==> src/rtl/kpid_pkg.sv <==
// ============================================================================
// kpid_pkg
// Types and constants shared by the packet input decoder.
// ============================================================================
package kpid_pkg;

    localparam int KEY_CODES = 128;
    localparam int KEY_AW    = $clog2(KEY_CODES);
    localparam int MAX_EVENTS = 4;
    localparam int EV_CW      = $clog2(MAX_EVENTS + 1);
    localparam int EV_IW      = $clog2(MAX_EVENTS);

    localparam int IN_W  = 120;
    localparam int OUT_W = 56;

    localparam logic [31:0] MAGIC_OK = 32'h414B_564D;
    localparam logic [7:0]  VERSION_OK = 8'd1;

    localparam logic [7:0] KIND_KEY    = 8'd1;
    localparam logic [7:0] KIND_MOVE   = 8'd2;
    localparam logic [7:0] KIND_BUTTON = 8'd3;
    localparam logic [7:0] KIND_MOUSE  = 8'd7;

    localparam logic [10:0] LEN_HDR    = 11'd8;
    localparam logic [10:0] LEN_KEY    = 11'd10;
    localparam logic [10:0] LEN_MOVE   = 11'd12;
    localparam logic [10:0] LEN_MOUSE  = 11'd13;

    localparam logic [7:0]  CODE_NONE     = 8'hFF;
    localparam logic [6:0]  BTN_CODE_BASE = 7'h68;
    localparam logic [3:0]  MOD_KEY_ROW   = 4'hC;   // key codes 0x60..0x67
    localparam logic [7:0]  MOD_MASK      = 8'hFB;  // 0x62 carries no qualifier
    localparam logic [15:0] Q_RELMOUSE    = 16'h8000;

    localparam logic [0:0] CLASS_KEY   = 1'b0;
    localparam logic [0:0] CLASS_MOUSE = 1'b1;

    typedef struct packed {
        logic [4:0]  pad;
        logic [7:0]  p4;
        logic [7:0]  p3;
        logic [7:0]  p2;
        logic [7:0]  p1;
        logic [7:0]  p0;
        logic [15:0] seq;
        logic [7:0]  kind;
        logic [7:0]  ver;
        logic [31:0] magic;
        logic [10:0] len;
    } pkt_t;

    typedef struct packed {
        logic               cls;
        logic signed [15:0] my;
        logic signed [15:0] mx;
        logic [15:0]        qual;
        logic [7:0]         code;
    } event_t;

endpackage

==> src/rtl/kvm_packet_input_decoder.sv <==
// ============================================================================
// kvm_packet_input_decoder
// Decodes received link packets into raw key and mouse events.
//
// s_t*: one item per packet; tdata from bit 0 up: packet_length(11),
// magic_word(32), version_byte(8), packet_kind(8), sequence_number(16),
// payload_byte0..payload_byte4(8 each), zero fill to 120 bits.
// m_t*: one item per event; tdata from bit 0 up: event_code(8),
// qualifier_bits(16), move_x(16), move_y(16); tuser = event_class;
// tlast = last_event of the packet.
// A packet is registered at acceptance while its key-table entry is read from
// a 128x1 synchronous RAM; the decode stage then decodes it, writes the entry
// back and loads up to four events into an event buffer. The first event is
// valid the cycle after decode. Packets are accepted back to back, the decode
// stage waiting while the event buffer holds more than one event, or holds its
// last event and m_tready is low.
// A write-back register forwards the latest table write to the next read.
// Reset clears the held-key valid bits, buttons and sequence state at once;
// no clearing pass. When m_tready is low the buffered event holds and the
// input stalls once the decode stage is full.
// ============================================================================
module kvm_packet_input_decoder
    import kpid_pkg::*;
(
    input  logic             aclk,
    input  logic             aresetn,
    input  logic             s_tvalid,
    output logic             s_tready,
    input  logic [IN_W-1:0]  s_tdata,   // len, magic, ver, kind, seq, p0..p4
    output logic             m_tvalid,
    input  logic             m_tready,
    output logic [OUT_W-1:0] m_tdata,   // code, qual, move_x, move_y
    output logic             m_tuser,   // event_class
    output logic             m_tlast
);

    pkt_t               in_pkt;
    logic [KEY_AW-1:0]  in_addr;

    logic               s1_valid_reg;
    pkt_t               s1_pkt_reg;
    logic               rd_data_reg;
    logic               rd_vld_reg;

    logic               key_mem [KEY_CODES];
    logic [KEY_CODES-1:0] key_vld_reg;

    logic               fwd_vld_reg;
    logic [KEY_AW-1:0]  fwd_addr_reg;
    logic               fwd_data_reg;

    logic [7:0]         mods_reg;
    logic [7:0]         mods_next;
    logic [2:0]         buttons_reg;
    logic [2:0]         buttons_next;
    logic               btn_upd;
    logic [15:0]        prev_seq_reg;
    logic               seq_seen_reg;

    event_t             ev_reg [MAX_EVENTS];
    logic [EV_IW-1:0]   ev_idx_reg;
    logic [EV_CW-1:0]   ev_left_reg;

    logic               buf_free;
    logic               s1_go;
    logic               hdr_ok;
    logic [KEY_AW-1:0]  s1_addr;
    logic               key_old;
    logic               mem_we;
    logic               key_new;
    event_t             evs [MAX_EVENTS];
    logic [EV_CW-1:0]   ev_cnt;
    event_t             head;

    assign in_pkt  = pkt_t'(s_tdata);
    assign in_addr = in_pkt.p0[KEY_AW-1:0];
    assign s1_addr = s1_pkt_reg.p0[KEY_AW-1:0];

    assign buf_free = (ev_left_reg == '0) ||
                      (ev_left_reg == EV_CW'(1) && m_tready);
    assign s1_go    = s1_valid_reg && buf_free;
    assign s_tready = !s1_valid_reg || buf_free;

    assign head     = ev_reg[ev_idx_reg];
    assign m_tvalid = (ev_left_reg != '0);
    assign m_tdata  = {head.my, head.mx, head.qual, head.code};
    assign m_tuser  = head.cls;
    assign m_tlast  = (ev_left_reg == EV_CW'(1));

    always_comb begin
        logic [2:0]  nb;
        logic [2:0]  ch;
        logic [2:0]  bmask;
        logic        do_move;
        logic        do_key_ev;
        logic [15:0] kq;
        logic [15:0] mq;
        logic [15:0] dx;
        logic [15:0] dy;
        event_t      blank;

        hdr_ok = (s1_pkt_reg.len >= LEN_HDR) && (s1_pkt_reg.magic == MAGIC_OK) &&
                 (s1_pkt_reg.ver == VERSION_OK) &&
                 !(seq_seen_reg && s1_pkt_reg.seq == prev_seq_reg);

        key_old = (fwd_vld_reg && fwd_addr_reg == s1_addr) ? fwd_data_reg
                                                            : (rd_vld_reg & rd_data_reg);
        key_new = (s1_pkt_reg.p1 != 8'd0);

        do_key_ev = hdr_ok && s1_pkt_reg.kind == KIND_KEY &&
                    s1_pkt_reg.len >= LEN_KEY && !s1_pkt_reg.p0[7] &&
                    (key_new || key_old);
        mem_we = s1_go && do_key_ev;

        mods_next = mods_reg;
        if (do_key_ev && s1_pkt_reg.p0[6:3] == MOD_KEY_ROW) begin
            mods_next[s1_pkt_reg.p0[2:0]] = key_new;
        end

        dx = {s1_pkt_reg.p0, s1_pkt_reg.p1};
        dy = {s1_pkt_reg.p2, s1_pkt_reg.p3};
        nb = buttons_reg;
        btn_upd = 1'b0;
        do_move = 1'b0;
        bmask = 3'b000;
        case (s1_pkt_reg.kind)
            KIND_MOVE: begin
                do_move = hdr_ok && s1_pkt_reg.len >= LEN_MOVE &&
                          (dx != 16'd0 || dy != 16'd0);
            end
            KIND_BUTTON: begin
                if (hdr_ok && s1_pkt_reg.len >= LEN_KEY && s1_pkt_reg.p0 >= 8'd1 &&
                    s1_pkt_reg.p0 <= 8'd3) begin
                    btn_upd = 1'b1;
                    bmask = 3'b001 << (s1_pkt_reg.p0[1:0] - 2'd1);
                    nb = key_new ? (buttons_reg | bmask) : (buttons_reg & ~bmask);
                end
            end
            KIND_MOUSE: begin
                if (hdr_ok && s1_pkt_reg.len >= LEN_MOUSE) begin
                    btn_upd = 1'b1;
                    nb = s1_pkt_reg.p4[2:0];
                    do_move = (dx != 16'd0 || dy != 16'd0);
                end
            end
            default: begin
            end
        endcase
        buttons_next = nb;
        ch = btn_upd ? (buttons_reg ^ nb) : 3'b000;

        kq = {8'h00, mods_next & MOD_MASK};
        mq = {8'h00, mods_reg & MOD_MASK} | Q_RELMOUSE | {1'b0, nb[0], nb[1], nb[2], 12'h000};

        blank = '0;
        for (int i = 0; i < MAX_EVENTS; i++) begin
            evs[i] = blank;
        end
        ev_cnt = '0;
        if (do_key_ev) begin
            evs[0].cls  = CLASS_KEY;
            evs[0].code = {!key_new, s1_pkt_reg.p0[6:0]};
            evs[0].qual = kq;
            ev_cnt = EV_CW'(1);
        end
        for (int i = 0; i < 3; i++) begin
            if (ch[i]) begin
                evs[ev_cnt[EV_IW-1:0]].cls  = CLASS_MOUSE;
                evs[ev_cnt[EV_IW-1:0]].code = {!nb[i], BTN_CODE_BASE + 7'(i)};
                evs[ev_cnt[EV_IW-1:0]].qual = mq;
                ev_cnt = ev_cnt + EV_CW'(1);
            end
        end
        if (do_move) begin
            evs[ev_cnt[EV_IW-1:0]].cls  = CLASS_MOUSE;
            evs[ev_cnt[EV_IW-1:0]].code = CODE_NONE;
            evs[ev_cnt[EV_IW-1:0]].qual = mq;
            evs[ev_cnt[EV_IW-1:0]].mx   = dx;
            evs[ev_cnt[EV_IW-1:0]].my   = dy;
            ev_cnt = ev_cnt + EV_CW'(1);
        end
    end

    // key table RAM, registered read at acceptance
    always_ff @(posedge aclk) begin
        if (mem_we) begin
            key_mem[s1_addr] <= key_new;
        end
        if (s_tvalid && s_tready) begin
            rd_data_reg <= key_mem[in_addr];
            rd_vld_reg  <= key_vld_reg[in_addr];
            s1_pkt_reg  <= in_pkt;
        end
        if (mem_we) begin
            fwd_addr_reg <= s1_addr;
            fwd_data_reg <= key_new;
        end
        if (s1_go) begin
            for (int i = 0; i < MAX_EVENTS; i++) begin
                ev_reg[i] <= evs[i];
            end
        end
    end

    always_ff @(posedge aclk) begin
        if (!aresetn) begin
            s1_valid_reg <= 1'b0;
            key_vld_reg  <= '0;
            fwd_vld_reg  <= 1'b0;
            mods_reg     <= '0;
            buttons_reg  <= '0;
            prev_seq_reg <= '0;
            seq_seen_reg <= 1'b0;
            ev_idx_reg   <= '0;
            ev_left_reg  <= '0;
        end else begin
            if (s_tvalid && s_tready) begin
                s1_valid_reg <= 1'b1;
            end else if (s1_go) begin
                s1_valid_reg <= 1'b0;
            end
            if (mem_we) begin
                key_vld_reg[s1_addr] <= 1'b1;
                fwd_vld_reg          <= 1'b1;
                mods_reg             <= mods_next;
            end
            if (s1_go && hdr_ok) begin
                seq_seen_reg <= 1'b1;
                prev_seq_reg <= s1_pkt_reg.seq;
            end
            if (s1_go && btn_upd) begin
                buttons_reg <= buttons_next;
            end
            if (s1_go) begin
                ev_idx_reg  <= '0;
                ev_left_reg <= ev_cnt;
            end else if (m_tvalid && m_tready) begin
                ev_idx_reg  <= ev_idx_reg + EV_IW'(1);
                ev_left_reg <= ev_left_reg - EV_CW'(1);
            end
        end
    end

    a_ev_bound: assert property (@(posedge aclk) disable iff (!aresetn)
        ev_left_reg <= EV_CW'(MAX_EVENTS))
        else $error("event buffer count out of range");

    a_ev_shown: assert property (@(posedge aclk) disable iff (!aresetn)
        s1_go && ev_cnt != '0 |=> m_tvalid)
        else $error("decoded events not presented");

    a_fwd: assert property (@(posedge aclk) disable iff (!aresetn)
        mem_we |=> fwd_vld_reg && fwd_data_reg == $past(key_new) &&
                   fwd_addr_reg == $past(s1_addr))
        else $error("forward register missed a table write");

    a_seq: assert property (@(posedge aclk) disable iff (!aresetn)
        s1_go && hdr_ok |=> seq_seen_reg && prev_seq_reg == $past(s1_pkt_reg.seq))
        else $error("sequence state not updated");

    a_idle_ready: assert property (@(posedge aclk) disable iff (!aresetn)
        !s1_valid_reg |-> s_tready)
        else $error("input stalled with empty decode stage");

endmodule
==> config.mk <==
export PLATFORM = sky130hd
export DESIGN_NAME = kvm_packet_input_decoder
export DESIGN_NICKNAME = d
export VERILOG_FILES = /design/src/rtl/kpid_pkg.sv /design/src/rtl/kvm_packet_input_decoder.sv
export SDC_FILE = /design/constraint.sdc
export NUM_CORES = 1
export LEC_CHECK = 0
export BUFFER_PORTS_ARGS = -buffer_cell sky130_fd_sc_hd__buf_2
export CAP_MARGIN = 20
export CELL_PAD_IN_SITES_DETAIL_PLACEMENT = 1
export CELL_PAD_IN_SITES_GLOBAL_PLACEMENT = 1
export CORE_ASPECT_RATIO = 0.7
export CORE_MARGIN = 2
export CORE_UTILIZATION = 51
export CTS_CLUSTER_SIZE = 20
export DETAILED_ROUTE_END_ITERATION = 16
export PLACE_DENSITY = 0.88
export SETUP_SLACK_MARGIN = 0.05
export SYNTH_ARGS = -nofsm -noshare
export SYNTH_HDL_FRONTEND = slang
export SYNTH_SLANG_ARGS = --single-unit
==> constraint.sdc <==
create_clock -name aclk -period 9.5 [get_ports aclk]
set_input_delay 1.9 -clock aclk [delete_from_list [all_inputs] [get_ports aclk]]
set_output_delay 1.9 -clock aclk [all_outputs]
set_load 0.02 [all_outputs]
=== Word-level counts from Yosys, hierarchy flattened ===
Memories as Yosys holds them, arrays and structs flattened. A register that Yosys moved wholly into a read port is not among the register bits.
Index checks and enable logic that the tools add are counted.

* Bits in writable memories: 356
* Word-level logic and storage cells: 204
* Memories kept: 2
* Flip-flop bits (word level): 282
* Output and inout port bits: 60
* Bits of input ports: 124

* Bitwise logic cells: 12
* Equality and inequality tests: 10
* Reduce and logical (&&, ||, !) cells: 49
* Muxes and demuxes: 81
* Shifts and indexed selects: 1
* $lt $le $gt $ge: 19
* $add $sub $neg: 7

{| class="wikitable"
|+ Memory list
! memory !! depth !! width !! rd ports !! clocked after Yosys merged registers in !! write ports !! RTL line !! text
|-
| ev_reg || 4 || 57 || 1 || 1 || 4 || kvm_packet_input_decoder.sv:60 || <nowiki>event_t ev_reg [MAX_EVENTS];</nowiki>
|-
| key_mem || 128 || 1 || 1 || 1 || 1 || kvm_packet_input_decoder.sv:45 || <nowiki>logic key_mem [KEY_CODES];</nowiki>
|}

{| class="wikitable"
|+ Operator list
! cell !! number
|-
| bitwise mux 228 bit || 14
|-
| demux 57 bit (select 2 bit) || 14
|-
| two-way mux 228 bit || 4
|-
| two-way mux 57 bit || 4
|-
| bitwise OR 128 bit || 1
|-
| two-way mux 24 bit || 4
|-
| two-way mux 56 bit || 1
|-
| greater-or-equal comparator 11 x 4 -> 1 bit (second input constant) || 4
|-
| two-way mux 40 bit || 1
|-
| two-way mux 8 bit || 5
|-
| == test 32 x 31 -> 1 bit (second input constant) || 1
|-
| nonzero test 16 bit || 2
|-
| two-way mux 3 bit || 10
|-
| logical AND 1 bit || 29
|-
| == test 16 bit || 1
|-
| == test 8 x 1 -> 1 bit (second input constant) || 2
|-
| == test 8 x 2 -> 1 bit (second input constant) || 2
|-
| < comparator 7 x 8 -> 1 bit (second input constant) || 2
|-
| two-way mux 16 bit || 1
|-
| bitwise OR 16 x 15 -> 16 bit || 1
|-
| two-way mux 1 bit || 14
|-
| adder 3 x 1 -> 3 bit (second input constant) || 4
|-
| greater-or-equal comparator 3 bit (second input constant) || 4
|-
| < comparator 3 x 1 -> 1 bit (second input constant) || 4
|-
| 35 further kinds || 50
|}

=== Longest topological paths before layout ===
* Depth in word-level cells: 32
* Gate-level depth with buffers: 23

=== Worst setup path before layout ===
No wires, ideal clock.

* Path type: input to register
* Start: in m_tready
* End: reg buttons_reg[2]
* Arrival: 7616 ps
* Slack: 1769 ps
* Required time: 9385 ps
* Stages: 7
* Path through: a21oi_1 > nand2b_1 > clkbuf_1 > inv_1 > o2111ai_1 > and2_1 > o21a_1

* Longest elaborated chain between the ends: 4

{| class="wikitable"
|+ RTL lines
! item !! RTL line !! text
|-
| from (decl) || kvm_packet_input_decoder.sv:31 || <nowiki>input logic m_tready,</nowiki>
|-
| logical AND 1 bit || kvm_packet_input_decoder.sv:80 || <nowiki>(ev_left_reg == EV_CW'(1) && m_tready);</nowiki>
|-
| logical OR 1 bit || kvm_packet_input_decoder.sv:79 || <nowiki>assign buf_free = (ev_left_reg == '0) ||</nowiki>
|-
| logical AND 1 bit || kvm_packet_input_decoder.sv:81 || <nowiki>assign s1_go = s1_valid_reg && buf_free;</nowiki>
|-
| via s1_go || kvm_packet_input_decoder.sv:65 || <nowiki>logic s1_go;</nowiki>
|-
| logical AND 1 bit || kvm_packet_input_decoder.sv:231 || <nowiki>if (s1_go && btn_upd) begin</nowiki>
|-
| to (signal assigned) || kvm_packet_input_decoder.sv:232 || <nowiki>buttons_reg <= buttons_next;</nowiki>
|-
| to (decl) || kvm_packet_input_decoder.sv:54 || <nowiki>logic [2:0] buttons_reg;</nowiki>
|}

The timed path passes the listed nets, and every way through them passes these cells.
A chain may end at the register's enable or synchronous reset.

==> impl_metrics.prom <==
# TYPE chip_impl_metric gauge
chip_impl_metric{name="min_period",unit="ns"} 6.93
chip_impl_metric{name="arrival",unit="ns"} 7.25
chip_impl_info{name="grt_setup_unrepaired",value="no"} 1
chip_impl_metric{name="cp_num_buf_inv",unit=""} 4
chip_impl_metric{name="peakVddDrop",unit="uV"} 170
chip_impl_metric{name="holdBufCountCts",unit=""} 0
chip_impl_metric{name="detailedPlacementHpwl",unit="um"} 43700
chip_impl_metric{name="drt-wirelength-per-cell",unit="um"} 27.1
chip_impl_metric{name="crit_path_max_fanout",unit=""} 39
chip_impl_metric{name="layout-drive-gt1-share",unit="%"} 22.9
chip_impl_metric{name="share_clk_of_total_power",unit="%"} 35.1
chip_impl_metric{name="synth_edf_count",unit=""} 440
chip_impl_metric{name="fp-row-count",unit=""} 68
chip_impl_metric{name="timing.setup.tns",unit="ns"} 0
chip_impl_info{name="synthDominantAreaCellType",value="edfxtp_1"} 1
chip_impl_metric{name="crit_path_max_incr_delay",unit="ns"} 0.78
chip_impl_metric{name="postCtsSetupBuffers",unit=""} 0
chip_impl_metric{name="cts_buffers",unit=""} 55
chip_impl_metric{name="fp.dieArea",unit="um2"} 51200
chip_impl_metric{name="gpl.final_weighted_congestion",unit=""} 0.815
chip_impl_info{name="cp_top_family",value="simple AND/OR/NAND/NOR gates"} 1
chip_impl_info{name="synth_ff_type",value="edfxtp_1"} 1
chip_impl_metric{name="cts.sinks",unit=""} 604
chip_impl_metric{name="grt_antenna_before_repair",unit=""} 2
chip_impl_metric{name="cts_htree_levels",unit=""} 2
chip_impl_metric{name="max-cap-violations",unit=""} 0
chip_impl_metric{name="clock.fmax",unit="MHz"} 144
chip_impl_metric{name="synth-async-reset-ratio",unit="%"} 0
chip_impl_metric{name="netlist_area",unit="um2"} 25200
chip_impl_metric{name="ys.warnings.count",unit=""} 0
chip_impl_info{name="tritoncts",value="built"} 1
chip_impl_metric{name="power.total",unit="W"} 0.00637
chip_impl_metric{name="diodes",unit=""} 0
chip_impl_metric{name="dr_total_vias",unit=""} 15900
chip_impl_metric{name="syn_area_per_cell",unit="um2"} 14.8
chip_impl_info{name="clock-root-buffer",value="clkbuf_16"} 1
chip_impl_metric{name="global_route.overflow_total",unit=""} 0
chip_impl_metric{name="final_antenna_net_count",unit=""} 0
chip_impl_metric{name="share_of_total_power_in_combinational_logic",unit="%"} 14.2
chip_impl_metric{name="floorplan.die.width",unit="um"} 270
chip_impl_metric{name="synthesis.instances",unit=""} 1697
chip_impl_metric{name="routed_via_density",unit=""} 6.20
chip_impl_metric{name="groute.usage.overall",unit="%"} 27.0
chip_impl_metric{name="grt_pass1_wl",unit="um"} 105000
chip_impl_metric{name="area_growth_syn_to_layout",unit="%"} 13.2
chip_impl_metric{name="power.density_cell_area",unit="nW/um2"} 224
chip_impl_metric{name="power.share.sequential",unit="%"} 50.7
chip_impl_metric{name="net_switching_power",unit="W"} 0.00172
chip_impl_metric{name="drc_violation_count_after_routing",unit=""} 0
chip_impl_metric{name="power.share.switching",unit="%"} 26.9
chip_impl_metric{name="fp.coreArea",unit="um2"} 49000
chip_impl_metric{name="setup_viol_count_final",unit=""} 0
chip_impl_info{name="crit_path_frequent_cell",value="nor2_1"} 1
chip_impl_metric{name="grt_max_degree",unit=""} 138
chip_impl_metric{name="yosysUniqueCellTypes",unit=""} 72
chip_impl_metric{name="drt_iter0_markers",unit=""} 1694
chip_impl_metric{name="least_margin_pin_slew",unit="ns"} 1.18
chip_impl_metric{name="dr.pass1.iters",unit=""} 5
chip_impl_metric{name="fp.dieH",unit="um"} 190
chip_impl_metric{name="power_report.internal_total",unit="W"} 0.00466
chip_impl_info{name="setup.worst_path.start_class",value="flop"} 1
chip_impl_info{name="critical_path_type",value="flop to flop"} 1
chip_impl_metric{name="start_util",unit="%"} 51.4
chip_impl_info{name="setup_crit_end_kind",value="flop"} 1
chip_impl_metric{name="clock-skew-final",unit="ns"} 0.0304
chip_impl_metric{name="report.final.hold_viol_count",unit=""} 0
chip_impl_info{name="worstHoldPathType",value="flop to flop"} 1
chip_impl_metric{name="clk_pin_slew",unit="ns"} 0.07
chip_impl_metric{name="placement.io_buffers",unit=""} 168
chip_impl_metric{name="worst_skew_late_latency",unit="ns"} 0.60
chip_impl_info{name="critical_path.cell_chain",value="nor2_1 > nand4b_1 > nor3_2 > a31oi_1 > a211o_2 > inv_2 > ha_1 > a21boi_1 > nor2_1 > ha_1 > nor2_1 > nor2_1 > inv_1 > ha_1 > inv_1 > nor3_2 > buf_4 > or4b_1 > o21ai_1 > o21ai_0"} 1
chip_impl_metric{name="totalWireLength",unit="um"} 69200
chip_impl_metric{name="netlist.area_leader.share",unit="%"} 52.5
chip_impl_metric{name="crit_required",unit="ns"} 9.82
chip_impl_metric{name="post-route-period-util",unit="%"} 72.9
chip_impl_metric{name="finish.utilization",unit="%"} 58.2
chip_impl_metric{name="slew_headroom",unit="%"} 21.2
chip_impl_info{name="status",value="finished clean"} 1
chip_impl_metric{name="design.portCount",unit=""} 184
chip_impl_metric{name="cts_resized",unit=""} 0
chip_impl_metric{name="clockBufferDepth",unit=""} 3
chip_impl_metric{name="drv_slew",unit=""} 0
chip_impl_metric{name="first_global_vias",unit=""} 17200
chip_impl_info{name="critical-path-slowest-cell",value="or4b_1"} 1
chip_impl_info{name="synth.area.top_cells",value="edfxtp_1 52%, dfxtp_1 13%, mux4_2 12%"} 1
chip_impl_metric{name="ys_ff_latch",unit=""} 604
chip_impl_metric{name="max_ffs_per_register",unit=""} 192
chip_impl_metric{name="synth_seq_area_share",unit="%"} 65.5
chip_impl_metric{name="finish.net_count",unit=""} 1985
chip_impl_metric{name="p_leak",unit="nW"} 9.61
-- worst reg2reg max path: cells and delay by family, from the launching register on --
kind / cells / cell delay, ns
AOI/OAI and AO/OA: 5 / 1.60
buffers and inverters: 4 / 0.59
adders and majority gates: 3 / 0.81
DFF: 1 / 0.67
and+or+nand+nor: 8 / 2.99
-- cells in the final DEF, fill, tap and decap left out, types with 8 or more instances in the layout --
cell type and count:
clkbuf_16 57, or3_1 8, buf_4 25, nand4_1 15, o21ai_0 32, clkinv_2 12
clkbuf_1 17, inv_1 17, edfxtp_1 440, a21boi_0 9, nor2b_1 42, mux4_2 131
nand2_1 41, nor3_1 11, dfxtp_1 162, xnor2_1 19, nand3_1 30, nor4_1 20
ha_1 15, a21oi_1 13, o21ai_1 9, nor4b_1 8, and2_1 85, mux2i_1 18
o21a_1 135, buf_2 166, and3_1 67, nor2_1 157, xor2_1 11
-- logic make-up after synthesis --
family	Yosys count	share of synthesized area (%)
AO/OA/AOI/OAI	242	6.81
XOR/XNOR	30	1.04
adder cells (fa/ha/maj)	16	0.825
buffers and inverters	130	2.08
flip-flops	604	65.5
multiplexers	151	12.5
other	1	0.0149
AND/OR/NAND/NOR	523	11.2
-- worst paths after layout --
path	from	to	slack (ns)	depth (start not counted)
worst max-delay path	s1_addr[6]	ev_reg[0][14]	2.57	20
worst min-delay path	key_vld_reg[13]	key_vld_reg[13]	0.46	1
worst max register to register	s1_addr[6]	ev_reg[0][14]	2.57	20
worst min register to register	key_vld_reg[13]	key_vld_reg[13]	0.46	1
-- cells in the mapped netlist (all sizes together) (6+ instances only) --
cell / instances
ha: 15
nand3: 30
buf: 30
or3: 8
nor2: 159
nor4bb: 6
a31oi: 6
nand2: 41
xnor2: 19
nand2b: 6
nor2b: 42
nor4b: 8
mux4: 131
nor4: 20
clkbuf: 79
nand4: 15
inv: 19
edfxtp: 440
a21boi: 10
xor2: 11
mux2i: 18
o21a: 135
dfxtp: 164
nor3: 14
o21ai: 42
and3: 68
and2: 86
a21oi: 13
-- final cells by class --
type,instances,area (um2)
Clock inverter,24,211
Sequential cell,604,16500
Multi-Input combinational cell,967,8190
Tap cell,665,832
Fill cell,4635,20500
Clock buffer,80,1570
Timing Repair Buffer,196,1110
Inverter,21,83.8
-- power groups by stage --
stage          Sequential [W]  Clock, W  Combinational [W]
5_1_grt               0.00325   0.00236           0.000958
3_5_place_dp          0.00329         0           0.000896
4_1_cts               0.00324   0.00225           0.000901
6_report              0.00323   0.00224           0.000904
3_3_place_gp          0.00325         0           0.000863
2_1_floorplan         0.00325         0           0.000613
-- per-stage QoR --
stage	std cells	cell area, um2	hold WS (ns)	setup WS, ns
6_report	2557	28500	0.464	2.57
4_1_cts	2552	28400	0.468	2.34
3_5_place_dp	2448	26600	0.453	2.47
5_1_grt	2557	28500	0.484	2.25
2_1_floorplan	1701	25200	0.424	1.77
3_3_place_gp	2448	26600	0.441	2.96
-- metal layers --
layer	part of all wire, %	up-vias	global-route usage [%]
met1	39	8251	35.5
li1	-	6758	-
met5	0.019	-	0
met4	2.6	2	7.63
met3	7.2	145	4.73
met2	51	703	46.6
No activity file was read; power rests on OpenSTA's default activity.
